**src/rtl/mckw_pkg.sv**
```systemverilog
package mckw_pkg;

    // Table geometry and field widths.
    localparam int ENTRIES    = 16;
    localparam int COUNT_BITS = 32;
    localparam int IDX_BITS   = $clog2(ENTRIES);
    localparam int ISSUE_BITS = $clog2(ENTRIES + 1);
    localparam int KEY_BITS   = 16;
    localparam int TIME_BITS  = 32;
    localparam int TMO_BITS   = 16;
    localparam int STAT_BITS  = 4;
    localparam int FUNC_BITS  = 2;

    // Configuration port.
    localparam int CFG_IDX_BITS  = 1;
    localparam int CFG_DATA_BITS = 16;
    localparam logic [CFG_IDX_BITS-1:0] CFG_TIMEOUT   = 1'b0;
    localparam logic [CFG_IDX_BITS-1:0] CFG_TERMINATE = 1'b1;
    localparam logic [TMO_BITS-1:0]     TIMEOUT_RESET = 16'd10;
    localparam logic                    TERM_RESET    = 1'b1;

    // Request functions.
    localparam logic [FUNC_BITS-1:0] FUNC_START = 2'd0;
    localparam logic [FUNC_BITS-1:0] FUNC_STOP  = 2'd1;
    localparam logic [FUNC_BITS-1:0] FUNC_KICK  = 2'd2;
    localparam logic [FUNC_BITS-1:0] FUNC_CHECK = 2'd3;

    // Result status codes.
    localparam logic [STAT_BITS-1:0] ST_OK        = 4'd0;
    localparam logic [STAT_BITS-1:0] ST_PRESENT   = 4'd1;
    localparam logic [STAT_BITS-1:0] ST_FULL      = 4'd2;
    localparam logic [STAT_BITS-1:0] ST_NOTFOUND  = 4'd3;
    localparam logic [STAT_BITS-1:0] ST_KICKED    = 4'd4;
    localparam logic [STAT_BITS-1:0] ST_WAITING   = 4'd5;
    localparam logic [STAT_BITS-1:0] ST_CLOCKJUMP = 4'd6;
    localparam logic [STAT_BITS-1:0] ST_TERMINATE = 4'd7;
    localparam logic [STAT_BITS-1:0] ST_FIRSTREP  = 4'd8;
    localparam logic [STAT_BITS-1:0] ST_REPORTED  = 4'd9;
    localparam logic [STAT_BITS-1:0] ST_EMPTY     = 4'd10;
    localparam logic [STAT_BITS-1:0] ST_HALTED    = 4'd11;

    // One incoming request.
    typedef struct packed {
        logic [FUNC_BITS-1:0] func;
        logic [KEY_BITS-1:0]  client_key;
        logic [TIME_BITS-1:0] now_seconds;
    } t_req;

    // One result.
    typedef struct packed {
        logic [STAT_BITS-1:0]        status;
        logic [KEY_BITS-1:0]         entry_key;
        logic signed [TIME_BITS-1:0] idle_seconds;
        logic                        last;
    } t_res;

    // One row of the entry table memory.
    typedef struct packed {
        logic [KEY_BITS-1:0]   key;
        logic [COUNT_BITS-1:0] kick_count;
        logic [COUNT_BITS-1:0] seen_count;
        logic [TIME_BITS-1:0]  alive_time;
        logic                  hang_reported;
    } t_row;

    localparam int ROW_BITS = $bits(t_row);

    // Access to the table memory.
    typedef struct packed {
        logic                re;
        logic                we;
        logic [IDX_BITS-1:0] addr;
        t_row                wdata;
    } t_ram_req;

endpackage

```
**src/rtl/multi_channel_kick_watchdog_top.sv**
```systemverilog
// Watchdog table for up to ENTRIES clients. Start, stop and kick requests
// look their key up by reading the entry memory one row per cycle, then
// act on the table and load their one result into the output register.
// A check request walks the table, skipping free slots and reading,
// evaluating and writing back each valid entry: one result per valid entry,
// until a hang halts the block in terminate mode. An empty check, like any
// request to a halted block, gives one result without reading the table.
// A result waits while the output is stalled. The next request is taken as
// soon as the last result of the current one is in the output register,
// even while that result waits. Once halted by a hang in terminate mode,
// every request gets one halted result until reset.
module multi_channel_kick_watchdog_top (
    input  logic                                i_clk,
    input  logic                                i_rst_n,
    input  logic                                i_valid,
    output logic                                o_stall,
    input  mckw_pkg::t_req                      i_req,
    output logic                                o_valid,
    input  logic                                i_stall,
    output mckw_pkg::t_res                      o_res,
    input  logic                                i_cfg_we,
    input  logic [mckw_pkg::CFG_IDX_BITS-1:0]   i_cfg_idx,
    input  logic [mckw_pkg::CFG_DATA_BITS-1:0]  i_cfg_data
);

    mckw_pkg::t_ram_req ram_req;
    mckw_pkg::t_row     ram_rdata;
    logic               out_free;
    logic               push;
    mckw_pkg::t_res     res;

    // Sequencer and entry evaluation.
    mckw_ctrl u_ctrl (
        .i_clk       (i_clk),
        .i_rst_n     (i_rst_n),
        .i_req_valid (i_valid),
        .o_req_stall (o_stall),
        .i_req       (i_req),
        .i_cfg_we    (i_cfg_we),
        .i_cfg_idx   (i_cfg_idx),
        .i_cfg_data  (i_cfg_data),
        .o_ram       (ram_req),
        .i_ram_rdata (ram_rdata),
        .i_out_free  (out_free),
        .o_push      (push),
        .o_res       (res)
    );

    // Entry table memory.
    mckw_ram #(
        .WIDTH (mckw_pkg::ROW_BITS),
        .DEPTH (mckw_pkg::ENTRIES)
    ) u_ram (
        .i_clk   (i_clk),
        .i_re    (ram_req.re),
        .i_we    (ram_req.we),
        .i_addr  (ram_req.addr),
        .i_wdata (ram_req.wdata),
        .o_rdata (ram_rdata)
    );

    // Result output register.
    mckw_out_reg u_out (
        .i_clk   (i_clk),
        .i_rst_n (i_rst_n),
        .i_push  (push),
        .i_res   (res),
        .o_free  (out_free),
        .o_valid (o_valid),
        .i_stall (i_stall),
        .o_res   (o_res)
    );

    // A result is only loaded into a free output register.
    a_push_free: assert property (@(posedge i_clk) disable iff (!i_rst_n)
        push |-> out_free)
        else $error("result loaded into an occupied output register");

    // An accepted request keeps the block busy in the following cycle.
    a_busy_after_accept: assert property (@(posedge i_clk) disable iff (!i_rst_n)
        (i_valid && !o_stall) |=> o_stall)
        else $error("request accepted without leaving idle");

    // The single-port memory never sees a read and a write together.
    a_ram_port: assert property (@(posedge i_clk) disable iff (!i_rst_n)
        !(ram_req.re && ram_req.we))
        else $error("entry memory read and write in the same cycle");

endmodule

```
**src/rtl/mckw_ram.sv**
```systemverilog
module mckw_ram #(
    parameter int WIDTH = 8,
    parameter int DEPTH = 16
) (
    input  logic                     i_clk,
    input  logic                     i_re,
    input  logic                     i_we,
    input  logic [$clog2(DEPTH)-1:0] i_addr,
    input  logic [WIDTH-1:0]         i_wdata,
    output logic [WIDTH-1:0]         o_rdata
);

    logic [WIDTH-1:0] r_mem [DEPTH];
    logic [WIDTH-1:0] r_rdata;

    // Single port: write, or registered read that holds when not enabled.
    always_ff @(posedge i_clk) begin
        if (i_we) begin
            r_mem[i_addr] <= i_wdata;
        end
        if (i_re) begin
            r_rdata <= r_mem[i_addr];
        end
    end

    assign o_rdata = r_rdata;

endmodule

```
**src/rtl/mckw_out_reg.sv**
```systemverilog
module mckw_out_reg (
    input  logic          i_clk,
    input  logic          i_rst_n,
    input  logic          i_push,
    input  mckw_pkg::t_res i_res,
    output logic          o_free,
    output logic          o_valid,
    input  logic          i_stall,
    output mckw_pkg::t_res o_res
);

    logic           r_valid;
    mckw_pkg::t_res r_res;

    // The slot can take a new result when empty or when it drains this cycle.
    assign o_free = !r_valid || !i_stall;

    always_ff @(posedge i_clk) begin
        if (!i_rst_n) begin
            r_valid <= 1'b0;
        end else if (i_push) begin
            r_valid <= 1'b1;
        end else if (!i_stall) begin
            r_valid <= 1'b0;
        end
    end

    always_ff @(posedge i_clk) begin
        if (i_push) begin
            r_res <= i_res;
        end
    end

    assign o_valid = r_valid;
    assign o_res   = r_res;

endmodule

```
**src/rtl/mckw_ctrl.sv**
```systemverilog
module mckw_ctrl (
    input  logic                                i_clk,
    input  logic                                i_rst_n,
    input  logic                                i_req_valid,
    output logic                                o_req_stall,
    input  mckw_pkg::t_req                      i_req,
    input  logic                                i_cfg_we,
    input  logic [mckw_pkg::CFG_IDX_BITS-1:0]   i_cfg_idx,
    input  logic [mckw_pkg::CFG_DATA_BITS-1:0]  i_cfg_data,
    output mckw_pkg::t_ram_req                  o_ram,
    input  mckw_pkg::t_row                      i_ram_rdata,
    input  logic                                i_out_free,
    output logic                                o_push,
    output mckw_pkg::t_res                      o_res
);

    localparam logic [2:0] S_IDLE = 3'd0;
    localparam logic [2:0] S_SCAN = 3'd1;
    localparam logic [2:0] S_FIN  = 3'd2;
    localparam logic [2:0] S_CRD  = 3'd3;
    localparam logic [2:0] S_CEV  = 3'd4;

    localparam int E  = mckw_pkg::ENTRIES;
    localparam int IB = mckw_pkg::IDX_BITS;

    logic [2:0]                          r_state, n_state;
    mckw_pkg::t_req                      r_req, n_req;
    logic [E-1:0]                        r_valid, n_valid;
    logic                                r_halted, n_halted;
    logic [mckw_pkg::TMO_BITS-1:0]       r_timeout;
    logic                                r_term;
    logic [IB-1:0]                       r_idx, n_idx;
    logic [mckw_pkg::ISSUE_BITS-1:0]     r_issue, n_issue;
    logic                                r_pv, n_pv;
    logic [IB-1:0]                       r_pidx, n_pidx;
    logic                                r_found, n_found;
    logic [IB-1:0]                       r_slot, n_slot;
    mckw_pkg::t_row                      r_row, n_row;

    logic                                accept;
    logic                                free_found;
    logic [IB-1:0]                       free_slot;
    logic                                later;
    logic [mckw_pkg::TIME_BITS-1:0]      idle;
    logic [mckw_pkg::TIME_BITS-1:0]      limit;
    logic [mckw_pkg::TIME_BITS-1:0]      limit2;
    logic                                stale;
    logic                                over;
    logic                                jump;
    mckw_pkg::t_row                      row_upd;
    logic [mckw_pkg::STAT_BITS-1:0]      chk_status;
    logic                                chk_stop;

    assign accept      = i_req_valid && (r_state == S_IDLE);
    assign o_req_stall = (r_state != S_IDLE);

    // Lowest free slot of the table, from the valid bits.
    always_comb begin
        free_found = 1'b0;
        free_slot  = '0;
        for (int j = E - 1; j >= 0; j--) begin
            if (!r_valid[j]) begin
                free_found = 1'b1;
                free_slot  = IB'(j);
            end
        end
    end

    // Is there a valid entry after the one being checked?
    always_comb begin
        later = 1'b0;
        for (int j = 0; j < E; j++) begin
            if (r_valid[j] && (j > int'(r_idx))) begin
                later = 1'b1;
            end
        end
    end

    // Evaluation of one entry during a check.
    always_comb begin
        idle    = r_req.now_seconds - i_ram_rdata.alive_time;
        limit   = mckw_pkg::TIME_BITS'(r_timeout);
        limit2  = mckw_pkg::TIME_BITS'({r_timeout, 1'b0});
        stale   = (i_ram_rdata.kick_count == i_ram_rdata.seen_count);
        jump    = idle[mckw_pkg::TIME_BITS-1] || (idle > limit2);
        over    = (idle > limit);
        row_upd = i_ram_rdata;
        chk_stop = 1'b0;
        if (!stale) begin
            row_upd.alive_time    = r_req.now_seconds;
            row_upd.seen_count    = i_ram_rdata.kick_count;
            row_upd.hang_reported = 1'b0;
            chk_status            = mckw_pkg::ST_KICKED;
        end else if (jump) begin
            row_upd.alive_time = r_req.now_seconds;
            chk_status         = mckw_pkg::ST_CLOCKJUMP;
        end else if (over) begin
            if (r_term) begin
                chk_status = mckw_pkg::ST_TERMINATE;
                chk_stop   = 1'b1;
            end else if (!i_ram_rdata.hang_reported) begin
                row_upd.hang_reported = 1'b1;
                chk_status            = mckw_pkg::ST_FIRSTREP;
            end else begin
                chk_status = mckw_pkg::ST_REPORTED;
            end
        end else begin
            chk_status = mckw_pkg::ST_WAITING;
        end
    end

    // Sequencer: table scan for start, stop and kick; entry walk for check.
    always_comb begin
        n_state  = r_state;
        n_req    = r_req;
        n_valid  = r_valid;
        n_halted = r_halted;
        n_idx    = r_idx;
        n_issue  = r_issue;
        n_pv     = r_pv;
        n_pidx   = r_pidx;
        n_found  = r_found;
        n_slot   = r_slot;
        n_row    = r_row;
        o_ram    = '0;
        o_ram.addr = r_idx;
        o_push   = 1'b0;
        o_res    = '0;

        case (r_state)
            S_IDLE: begin
                if (accept) begin
                    n_req = i_req;
                    if (r_halted) begin
                        n_state = S_FIN;
                    end else if (i_req.func == mckw_pkg::FUNC_CHECK) begin
                        n_idx   = '0;
                        n_state = (r_valid == '0) ? S_FIN : S_CRD;
                    end else begin
                        n_issue = '0;
                        n_pv    = 1'b0;
                        n_found = 1'b0;
                        n_state = S_SCAN;
                    end
                end
            end

            // One table read issued per cycle; compare as data returns.
            S_SCAN: begin
                if (r_issue < mckw_pkg::ISSUE_BITS'(E)) begin
                    o_ram.re   = 1'b1;
                    o_ram.addr = r_issue[IB-1:0];
                    n_issue    = r_issue + 1'b1;
                    n_pv       = 1'b1;
                    n_pidx     = r_issue[IB-1:0];
                end else begin
                    n_pv = 1'b0;
                end
                if (r_pv) begin
                    if (r_valid[r_pidx] && (i_ram_rdata.key == r_req.client_key)) begin
                        n_found = 1'b1;
                        n_slot  = r_pidx;
                        n_row   = i_ram_rdata;
                    end
                    if (r_pidx == IB'(E - 1)) begin
                        n_state = S_FIN;
                    end
                end
            end

            // Single-result requests: act on the table and report.
            S_FIN: begin
                if (i_out_free) begin
                    o_push          = 1'b1;
                    o_res.entry_key = r_req.client_key;
                    o_res.last      = 1'b1;
                    n_state         = S_IDLE;
                    if (r_halted) begin
                        o_res.status = mckw_pkg::ST_HALTED;
                    end else begin
                        case (r_req.func)
                            mckw_pkg::FUNC_START: begin
                                if (r_found) begin
                                    o_res.status = mckw_pkg::ST_PRESENT;
                                end else if (free_found) begin
                                    o_res.status                = mckw_pkg::ST_OK;
                                    o_ram.we                    = 1'b1;
                                    o_ram.addr                  = free_slot;
                                    o_ram.wdata.key             = r_req.client_key;
                                    o_ram.wdata.kick_count      = '0;
                                    o_ram.wdata.seen_count      = '0;
                                    o_ram.wdata.alive_time      = r_req.now_seconds;
                                    o_ram.wdata.hang_reported   = 1'b0;
                                    n_valid[free_slot]          = 1'b1;
                                end else begin
                                    o_res.status = mckw_pkg::ST_FULL;
                                end
                            end
                            mckw_pkg::FUNC_STOP: begin
                                if (r_found) begin
                                    o_res.status    = mckw_pkg::ST_OK;
                                    n_valid[r_slot] = 1'b0;
                                end else begin
                                    o_res.status = mckw_pkg::ST_NOTFOUND;
                                end
                            end
                            mckw_pkg::FUNC_KICK: begin
                                if (r_found) begin
                                    o_res.status           = mckw_pkg::ST_OK;
                                    o_ram.we               = 1'b1;
                                    o_ram.addr             = r_slot;
                                    o_ram.wdata            = r_row;
                                    o_ram.wdata.kick_count = r_row.kick_count + 1'b1;
                                end else begin
                                    o_res.status = mckw_pkg::ST_NOTFOUND;
                                end
                            end
                            default: begin
                                // A check of an empty table.
                                o_res.status    = mckw_pkg::ST_EMPTY;
                                o_res.entry_key = '0;
                            end
                        endcase
                    end
                end
            end

            // Check: skip free slots, read the next valid entry.
            S_CRD: begin
                if (r_valid[r_idx]) begin
                    o_ram.re = 1'b1;
                    n_state  = S_CEV;
                end else begin
                    n_idx = r_idx + 1'b1;
                end
            end

            // Check: evaluate, write the entry back and report it.
            S_CEV: begin
                if (i_out_free) begin
                    o_push             = 1'b1;
                    o_res.status       = chk_status;
                    o_res.entry_key    = i_ram_rdata.key;
                    o_res.idle_seconds = idle;
                    o_res.last         = chk_stop || !later;
                    o_ram.we           = 1'b1;
                    o_ram.wdata        = row_upd;
                    if (chk_stop) begin
                        n_halted = 1'b1;
                        n_state  = S_IDLE;
                    end else if (!later) begin
                        n_state = S_IDLE;
                    end else begin
                        n_idx   = r_idx + 1'b1;
                        n_state = S_CRD;
                    end
                end
            end

            default: begin
                n_state = S_IDLE;
            end
        endcase
    end

    // Control state.
    always_ff @(posedge i_clk) begin
        if (!i_rst_n) begin
            r_state  <= S_IDLE;
            r_valid  <= '0;
            r_halted <= 1'b0;
            r_pv     <= 1'b0;
        end else begin
            r_state  <= n_state;
            r_valid  <= n_valid;
            r_halted <= n_halted;
            r_pv     <= n_pv;
        end
    end

    // Working registers of the current request.
    always_ff @(posedge i_clk) begin
        r_req   <= n_req;
        r_idx   <= n_idx;
        r_issue <= n_issue;
        r_pidx  <= n_pidx;
        r_found <= n_found;
        r_slot  <= n_slot;
        r_row   <= n_row;
    end

    // Configuration registers.
    always_ff @(posedge i_clk) begin
        if (!i_rst_n) begin
            r_timeout <= mckw_pkg::TIMEOUT_RESET;
            r_term    <= mckw_pkg::TERM_RESET;
        end else if (i_cfg_we) begin
            case (i_cfg_idx)
                mckw_pkg::CFG_TIMEOUT: begin
                    r_timeout <= i_cfg_data[mckw_pkg::TMO_BITS-1:0];
                end
                mckw_pkg::CFG_TERMINATE: begin
                    r_term <= i_cfg_data[0];
                end
                default: begin
                end
            endcase
        end
    end

endmodule
```
**config.mk**
```make
export PLATFORM = sky130hd
export DESIGN_NAME = multi_channel_kick_watchdog_top
export DESIGN_NICKNAME = d
export VERILOG_FILES = /design/src/rtl/mckw_pkg.sv /design/src/rtl/multi_channel_kick_watchdog_top.sv /design/src/rtl/mckw_ram.sv /design/src/rtl/mckw_out_reg.sv /design/src/rtl/mckw_ctrl.sv
export SDC_FILE = /design/constraint.sdc
export NUM_CORES = 2
export LEC_CHECK = 0
export ABC_CLOCK_PERIOD_IN_PS = 15600
export BUFFER_PORTS_ARGS = -buffer_cell sky130_fd_sc_hd__buf_2
export CORE_ASPECT_RATIO = 1.1
export CORE_MARGIN = 10
export CORE_UTILIZATION = 41
export DETAILED_ROUTE_END_ITERATION = 8
export GPL_TIMING_DRIVEN = 0
export SLEW_MARGIN = 0
export SYNTH_ARGS = -nofsm -noshare
export SYNTH_HDL_FRONTEND = slang
export SYNTH_SLANG_ARGS = --single-unit
export TNS_END_PERCENT = 50
```
**constraint.sdc**
```tcl
create_clock -name i_clk -period 15.6 [get_ports i_clk]
set_clock_uncertainty 0.2 [all_clocks]
set_input_delay 1.56 -clock i_clk [delete_from_list [all_inputs] [get_ports i_clk]]
set_output_delay 1.56 -clock i_clk [all_outputs]
set_load 0.03 [all_outputs]
```
---- Word-level counts from Yosys, hierarchy flattened ----
Memory sizes are Yosys's and may differ from the RTL's. A register that Yosys moved wholly into a read port is not among the register bits.
Cells that the tools add are included.
operators by class
  eq/ne operators ......................... 28
  add/sub/neg operators ................... 4
  $mul .................................... 0
  reduce and logical (&&, ||, !) cells .... 48
  divide/modulo/power cells ............... 0
  multiplexer cells ....................... 137
  bitwise operators ....................... 5
  shifts and indexed selects .............. 0
  magnitude comparators ................... 24
operators by type and width
  cell                                                                          number
  118-bit two-way mux                                                           5
  118-bit case mux with 2 select lines                                          1
  113-bit case mux with 2 select lines                                          1
  4-bit two-way mux                                                             30
  113-bit two-way mux                                                           1
  16-bit two-way mux                                                            5
  32-bit two-way mux                                                            2
  1-bit two-way mux                                                             57
  53-bit two-way mux                                                            1
  20-bit case mux with 2 select lines                                           1
  33-bit two-way mux                                                            1
  32-bit by 1-bit adder with 32-bit output, second input constant               1
  32-bit == test                                                                1
  32-bit by 16-bit greater-than comparator with 1-bit output                    1
  32-bit by 17-bit greater-than comparator with 1-bit output                    1
  4-bit greater-than comparator, first input constant                           8
  16-bit case mux with 2 select lines                                           1
  32-bit subtractor                                                             1
  3-bit two-way mux                                                             8
  4-bit by 5-bit less-than comparator with 1-bit output, second input constant  4
  20-bit two-way mux                                                            1
  5-bit two-way mux                                                             4
  2-bit by 1-bit != test with 1-bit output, second input constant               10
  1-bit logical AND                                                             19
  other kinds (43)                                                              81
word-level totals
  register bits ........................... 273
  RAM bits ................................ 1,808
  memories kept ........................... 1
  output and inout port bits .............. 55
  bits of input ports ..................... 72
  latch bits .............................. 0
  logic and storage cells ................. 271
  bits in read-only memories .............. 0
memories
  name         words  bits a word  read ports  clocked after memory_dff  wr ports  line            text
  u_ram.r_mem  16     113          1           1                         1         mckw_ram.sv:13  logic [WIDTH-1:0] r_mem [DEPTH];

---- Logic depth before layout (Yosys ltp) ----
  depth in word-level cells ............... 24
  mapped depth ............................ 22
  gate-level depth less buffers ........... 21

---- Modules after synthesis ----
A second synthesis with hierarchy kept.
unflattened totals
  cell total of the unflattened synthesis .. 4,457
  area, all modules ....................... 86,770.7 sq um
by module, submodules not included
  module        cells an instance  sequential area each (sq um)  area an instance (sq um)  times used
  mckw_ram      2,892              57,685.3                      70,994.3                  1
  mckw_ctrl     1,508              6,195.9                       14,149.8                  1
  mckw_out_reg  57                 1,611.5                       1,626.6                   1

---- Worst setup path before layout ----
OpenSTA, ideal clock, no wires.
  path kind ............................... register -> register
  start ................................... register u_ctrl.r_pidx[0]
  end ..................................... register u_ctrl.r_row[0] (netlist name) (enable)
  data required time ...................... 14,476 ps
  stages on the path, launching flop included .. 5
  slack ................................... 1,380 ps
  path buffers ............................ 1
  arrival time ............................ 13,097 ps
  path through ............................ edfxtp_1 -> clkbuf_1 -> mux4_2 -> mux4_2 -> nor4b_1
on the way
  longest elaborated chain between the ends .. 4
RTL lines
  item                                       line              text
  start: declaration                         mckw_ctrl.sv:35   logic [IB-1:0] r_pidx, n_pidx;
  start signal: assignment                   mckw_ctrl.sv:286  r_pidx <= n_pidx;
  1-bit binary-select mux with 4-bit select  mckw_ctrl.sv:160  if (r_valid[r_pidx] && (i_ram_rdata.key == r_req.client_key)) begin
  1-bit two-way mux (not written as such)    mckw_ctrl.sv:160
  1-bit logical AND                          mckw_ctrl.sv:160
  3-bit AND reduction (no source line)       -
  end signal: assignment                     mckw_ctrl.sv:289  r_row <= n_row;
  end: declaration                           mckw_ctrl.sv:38   mckw_pkg::t_row r_row, n_row;
Every way passes these cells. The select of a mux whose other input is x is not followed.
A chain may end at the register's enable or synchronous reset.

---- Worst setup path in the final report ----
  start ................................... register u_ctrl.r_state[0]
  end ..................................... memory u_ram.r_mem[10][70] (netlist name) (enable)
on the way
  longest elaborated chain between the ends .. 4
  elaborated cells on any way between the ends .. 7
  classes of those cells .................. eq/ne: 3; mux: 4
RTL lines
  item                                                                       line              text
  start: declaration                                                         mckw_ctrl.sv:26   logic [2:0] r_state, n_state;
  start signal: assignment                                                   mckw_ctrl.sv:274  r_state <= n_state;
  3-bit == test or 3-bit by 2-bit == test with 1-bit output (tied branches)  mckw_ctrl.sv:130  case (r_state)
  1-bit case mux with 2 select lines                                         mckw_ctrl.sv:130
  1-bit two-way mux                                                          mckw_ram.sv:18    if (i_we) begin
  1-bit two-way mux (not written as such)                                    mckw_ram.sv:19    r_mem[i_addr] <= i_wdata;
  end: declaration                                                           mckw_ram.sv:13
Several ways; a longest one is shown, not always the timed one.

==> metrics.md <==
| Metric | Value |
|---|---|
| Synth warn | `0` |
| End-of-flow core utilization | `0.4746` |
| Final wirelength | `251700 um` |
| CP max stage delay | `0.84 ns` |
| Final GP Congestion | `0.8539` |
| Clock Pin Slew Worst Setup and Hold Paths | `0.07 ns` |
| Reg2reg start | `u_ctrl.r_state[0]` |
| CP dominant cell by count | `buf_2` |
| Synthesized Nets | `6240` |
| CTS tree | `done` |
| Slew HR | `-0.01320` |
| Layout area overhead | `14.95%` |
| Synth Area per Inst | `14.83 um2` |
| Slew @ Worst Pin | `approximately 1.5 ns` |
| Crit path kind | `register to register` |
| Worst r2r path cells | `19` |
| Post-CTS Hold Buffers | `0` |
| Chip width | `467.7 um` |
| Power consumption | `13610 uW` |
| Synth top area share | `0.7160` |
| Vias | `55470` |
| CTS Root Cell | `clkbuf_16` |
| CTS buffer count | `214` |
| Drt first pass iters | `6` |
| Skew-Pair Late Insertion Delay | `0.86 ns` |
| Die Outline Area | `239700 um2` |
| CP max stage cell | `buf_2` |
| Yosys cell types | `81` |
| Max-Cap Viols | `2` |
| RSZ-0062 raised after global routing | `false` |
| Seq/Total Area, Yosys | `0.7246` |
| Tmin final | `7.383 ns` |
| Global-route wire length before repair | `370200 um` |
| Layout cells sized above 1 | `0.1210` |
| WHS Endpoint | `u_ctrl.r_slot[0]` |
| CTS H-Tree Depth | `4` |
| Largest net degree at the start of global routing | `65` |
| I/O Pins | `~130` |
| Vias/cell | `5.727` |
| Most common flop cell mapped by yosys | `edfxtp_1` |
| Internal power | `around 10000 uW` |
| Async SR Flop Fraction | `0` |
| Clock power frac | `0.373` |
| Failing checks | `capacitance limit, slew limit` |
| Sum Neg Setup Slack | `0 ns` |
| WP data arrival | `7.72 ns` |
| Clk sinks | `2194` |
| CTS Buffer Depth | `3` |
| Peak VDD IR | `around 0.000084 V` |
| Switching power | `3614 uW` |
| Register Area | `65490 um2` |
| Final-layout fill cell count | `18790` |
| DRT iter0 DRCs | `roughly 5600` |
| Flop pwr share | `0.482` |
| Final period utilization | `0.4733` |
| Port bufs | `126` |
| CP top delay family | `buffers and inverters` |
| Area of the multi-input gates | `between 20000 and 25000 um2` |
| DR WL/cell | `around 26 um` |
| Vias in the first global route | `about 55000` |
| Post_cts resized | `0` |
| Post-synth EDFFs | `2155` |
| Overflow after GRT | `0` |
| Fmax | `0.1354 GHz` |
| Final hold vios | `0` |
| Hold WS | `0.2456 ns` |
| Post-synth top area cell | `edfxtp_1` |
| Initial antenna violation count | `11` |
| R2R setup slack | `approximately 8.2 ns` |
| Min-Delay Path Class | `register to register` |
| Critical path peak fanout | `24` |
| DRC viols | `0` |
| Post-CTS setup buffers | `0` |
| Initial core utilization | `0.4129` |
| Flop and latch count out of synthesis | `2194` |
| Lkg Pwr | `0.03565 uW` |
| Crit path buf inv count | `10` |
| Hold Path Cell Cnt | `0` |
| Core area | `218900 um2` |
| Post-Synthesis Cell Area | `90390 um2` |
| Core Rows | `180` |
| Pins Over Slew Limit | `22` |
| Power Dens Cells | `130.9 nW/um2` |
| # nets final | `6728` |
| Dpl hpwl | `approximately 180000 um` |
| Die Y | `about 510 um` |
| Crit end category | `register` |
| Syn Inst Count | `6095` |
| Worst R2R End | `u_ram.r_mem[10][70]` |
| Outcome | `finished with violations` |
| Antenna-violating nets left | `0` |
| Combinational power share | `0.145` |
| GR Util All Layers | `0.2038` |
| CP Launch Type | `register` |
| CP Cell Sequence | `buf_2, and2b_1, nand2_1, inv_1, nand2b_1, clkbuf_1, nand2_1, o21ai_1, a32oi_1, and2_1, buf_2, buf_2, clkbuf_1, buf_2, nand2_1, nor2_4, buf_16, buf_12, buf_12` |
| Count of final setup violators | `0` |
| Synth top area cells | `edfxtp_1, a211oi_1, and3_1` |
| Data required, critical path | `15.94 ns` |
| Switching part of the total | `0.2657` |
| Hold Crit Start | `u_ctrl.r_pidx[0]` |
## power by group through the flow
stage	clock [uW]	sequential, uW	combinational (uW)
final	5070	6560	1980
after global routing	5360	6560	2130
after CTS	5150	6560	1980
after detailed placement	0	6680	1960
after global placement	0	6700	1930
after floorplan	0	6670	1210
## stage by stage
step	cell area [um2]	setup WS [ns]	cells
final	103900	8.217	9684
after global routing	103900	8.017	9680
after CTS	103800	8.213	9675
after detailed placement	96970	7.553	9275
after global placement	94660	-5.777	9133
after floorplan	90390	1.380	6095
## final cells by class
cell class                 instances  area share
antenna                            5   0.0001204
buffer                           445     0.01709
clock buffer                     260     0.05330
clock inverter                   140     0.01240
inverter                          82    0.002962
multi-input combinational       3374      0.2220
sequential                      2194      0.6303
tap                             2912     0.03507
timing repair buffer             272     0.02669
## placed cells by master (no fill, tap or decap), types with 34 or more instances in the layout
| master | count |
|---|---|
| nand3_1 | 36 |
| clkbuf_16 | 214 |
| xor2_1 | 45 |
| dfxtp_1 | 39 |
| o21ai_1 | 53 |
| nand4_1 | 36 |
| inv_1 | 81 |
| nand2_1 | 729 |
| ha_1 | 72 |
| clkinv_2 | 46 |
| o32ai_1 | 113 |
| and2_1 | 34 |
| a211oi_1 | 467 |
| buf_2 | 178 |
| a21oi_1 | 95 |
| buf_12 | 65 |
| a22oi_1 | 48 |
| xnor2_1 | 60 |
| mux2i_1 | 264 |
| buf_4 | 57 |
| nor2_1 | 70 |
| mux2_2 | 115 |
| clkbuf_1 | 402 |
| clkinv_1 | 53 |
| a221o_1 | 115 |
| and3_1 | 478 |
| a31oi_1 | 234 |
| o21ai_0 | 56 |
| edfxtp_1 | 2155 |
## worst register-to-register path: cells and delay by family, from the launching register on
kind / cells / cell delay (ns)
AOI/OAI and AO/OA: 2 / 0.83
buffers and inverters: 10 / 3.83
DFF: 1 / 0.30
and+or+nand+nor: 7 / 1.86
## routing by layer
layer  vias up  global-route usage  share of wire
met4         4             0.07826          0.040
met3       491             0.03612          0.068
met5         -                   0       0.000091
met1     27920              0.2683           0.41
met2      1971              0.3352           0.48
li1      25080                   -              -
## flip-flops by register name (all words and copies together), names as in the netlist, 5 cells and up
signal and flops:
u_ram.r_mem 1808, u_ctrl.r_row 113, u_ram.o_rdata 113, u_out.o_res 53, u_ctrl.r_req 50, u_ctrl.r_timeout 16
u_ctrl.r_valid 16, u_ctrl.r_issue 5
## cell usage after synthesis (72+ instances only)
cell type	count
nand2_1	731
mux2i_1	264
ha_1	72
inv_1	81
nor2_1	89
clkbuf_1	372
a211oi_1	467
edfxtp_1	2155
a21oi_1	95
a221o_1	115
and3_1	478
a31oi_1	234
o21ai_0	102
o32ai_1	113
mux2_2	115
## worst max-delay path by stage
stage	endpoint	start	cells after the start	slack, ns
2_1_floorplan	u_ctrl.r_row[0]	u_ctrl.r_pidx[0]	4	1.38
3_3_place_gp	u_ctrl.r_row[41]	u_ctrl.r_req[35]	4	-5.78
3_5_place_dp	u_ram.r_mem[10][67]	i_stall	16	7.55
4_1_cts	u_ram.r_mem[10][70]	u_ctrl.r_req[48]	17	8.21
5_1_grt	u_ram.r_mem[0][49]	u_ctrl.r_req[48]	16	8.02
6_report	u_ram.r_mem[10][70]	u_ctrl.r_state[0]	19	8.22
## cell families (layout without fill, tap and decap cells)
| family | count (synthesis) | count (layout) | synth area share |
|---|---|---|---|
| other cells | 0 | 5 | 0 |
| fa+ha+maj | 73 | 73 | 0.01019 |
| xor+xnor | 105 | 105 | 0.01017 |
| mux | 390 | 390 | 0.04618 |
| compound gates | 1318 | 1318 | 0.1058 |
| buf+inv | 527 | 1199 | 0.02284 |
| simple gates | 1488 | 1488 | 0.08023 |
| flops | 2194 | 2194 | 0.7246 |
Note: power is estimated with default switching activity, not from simulation.
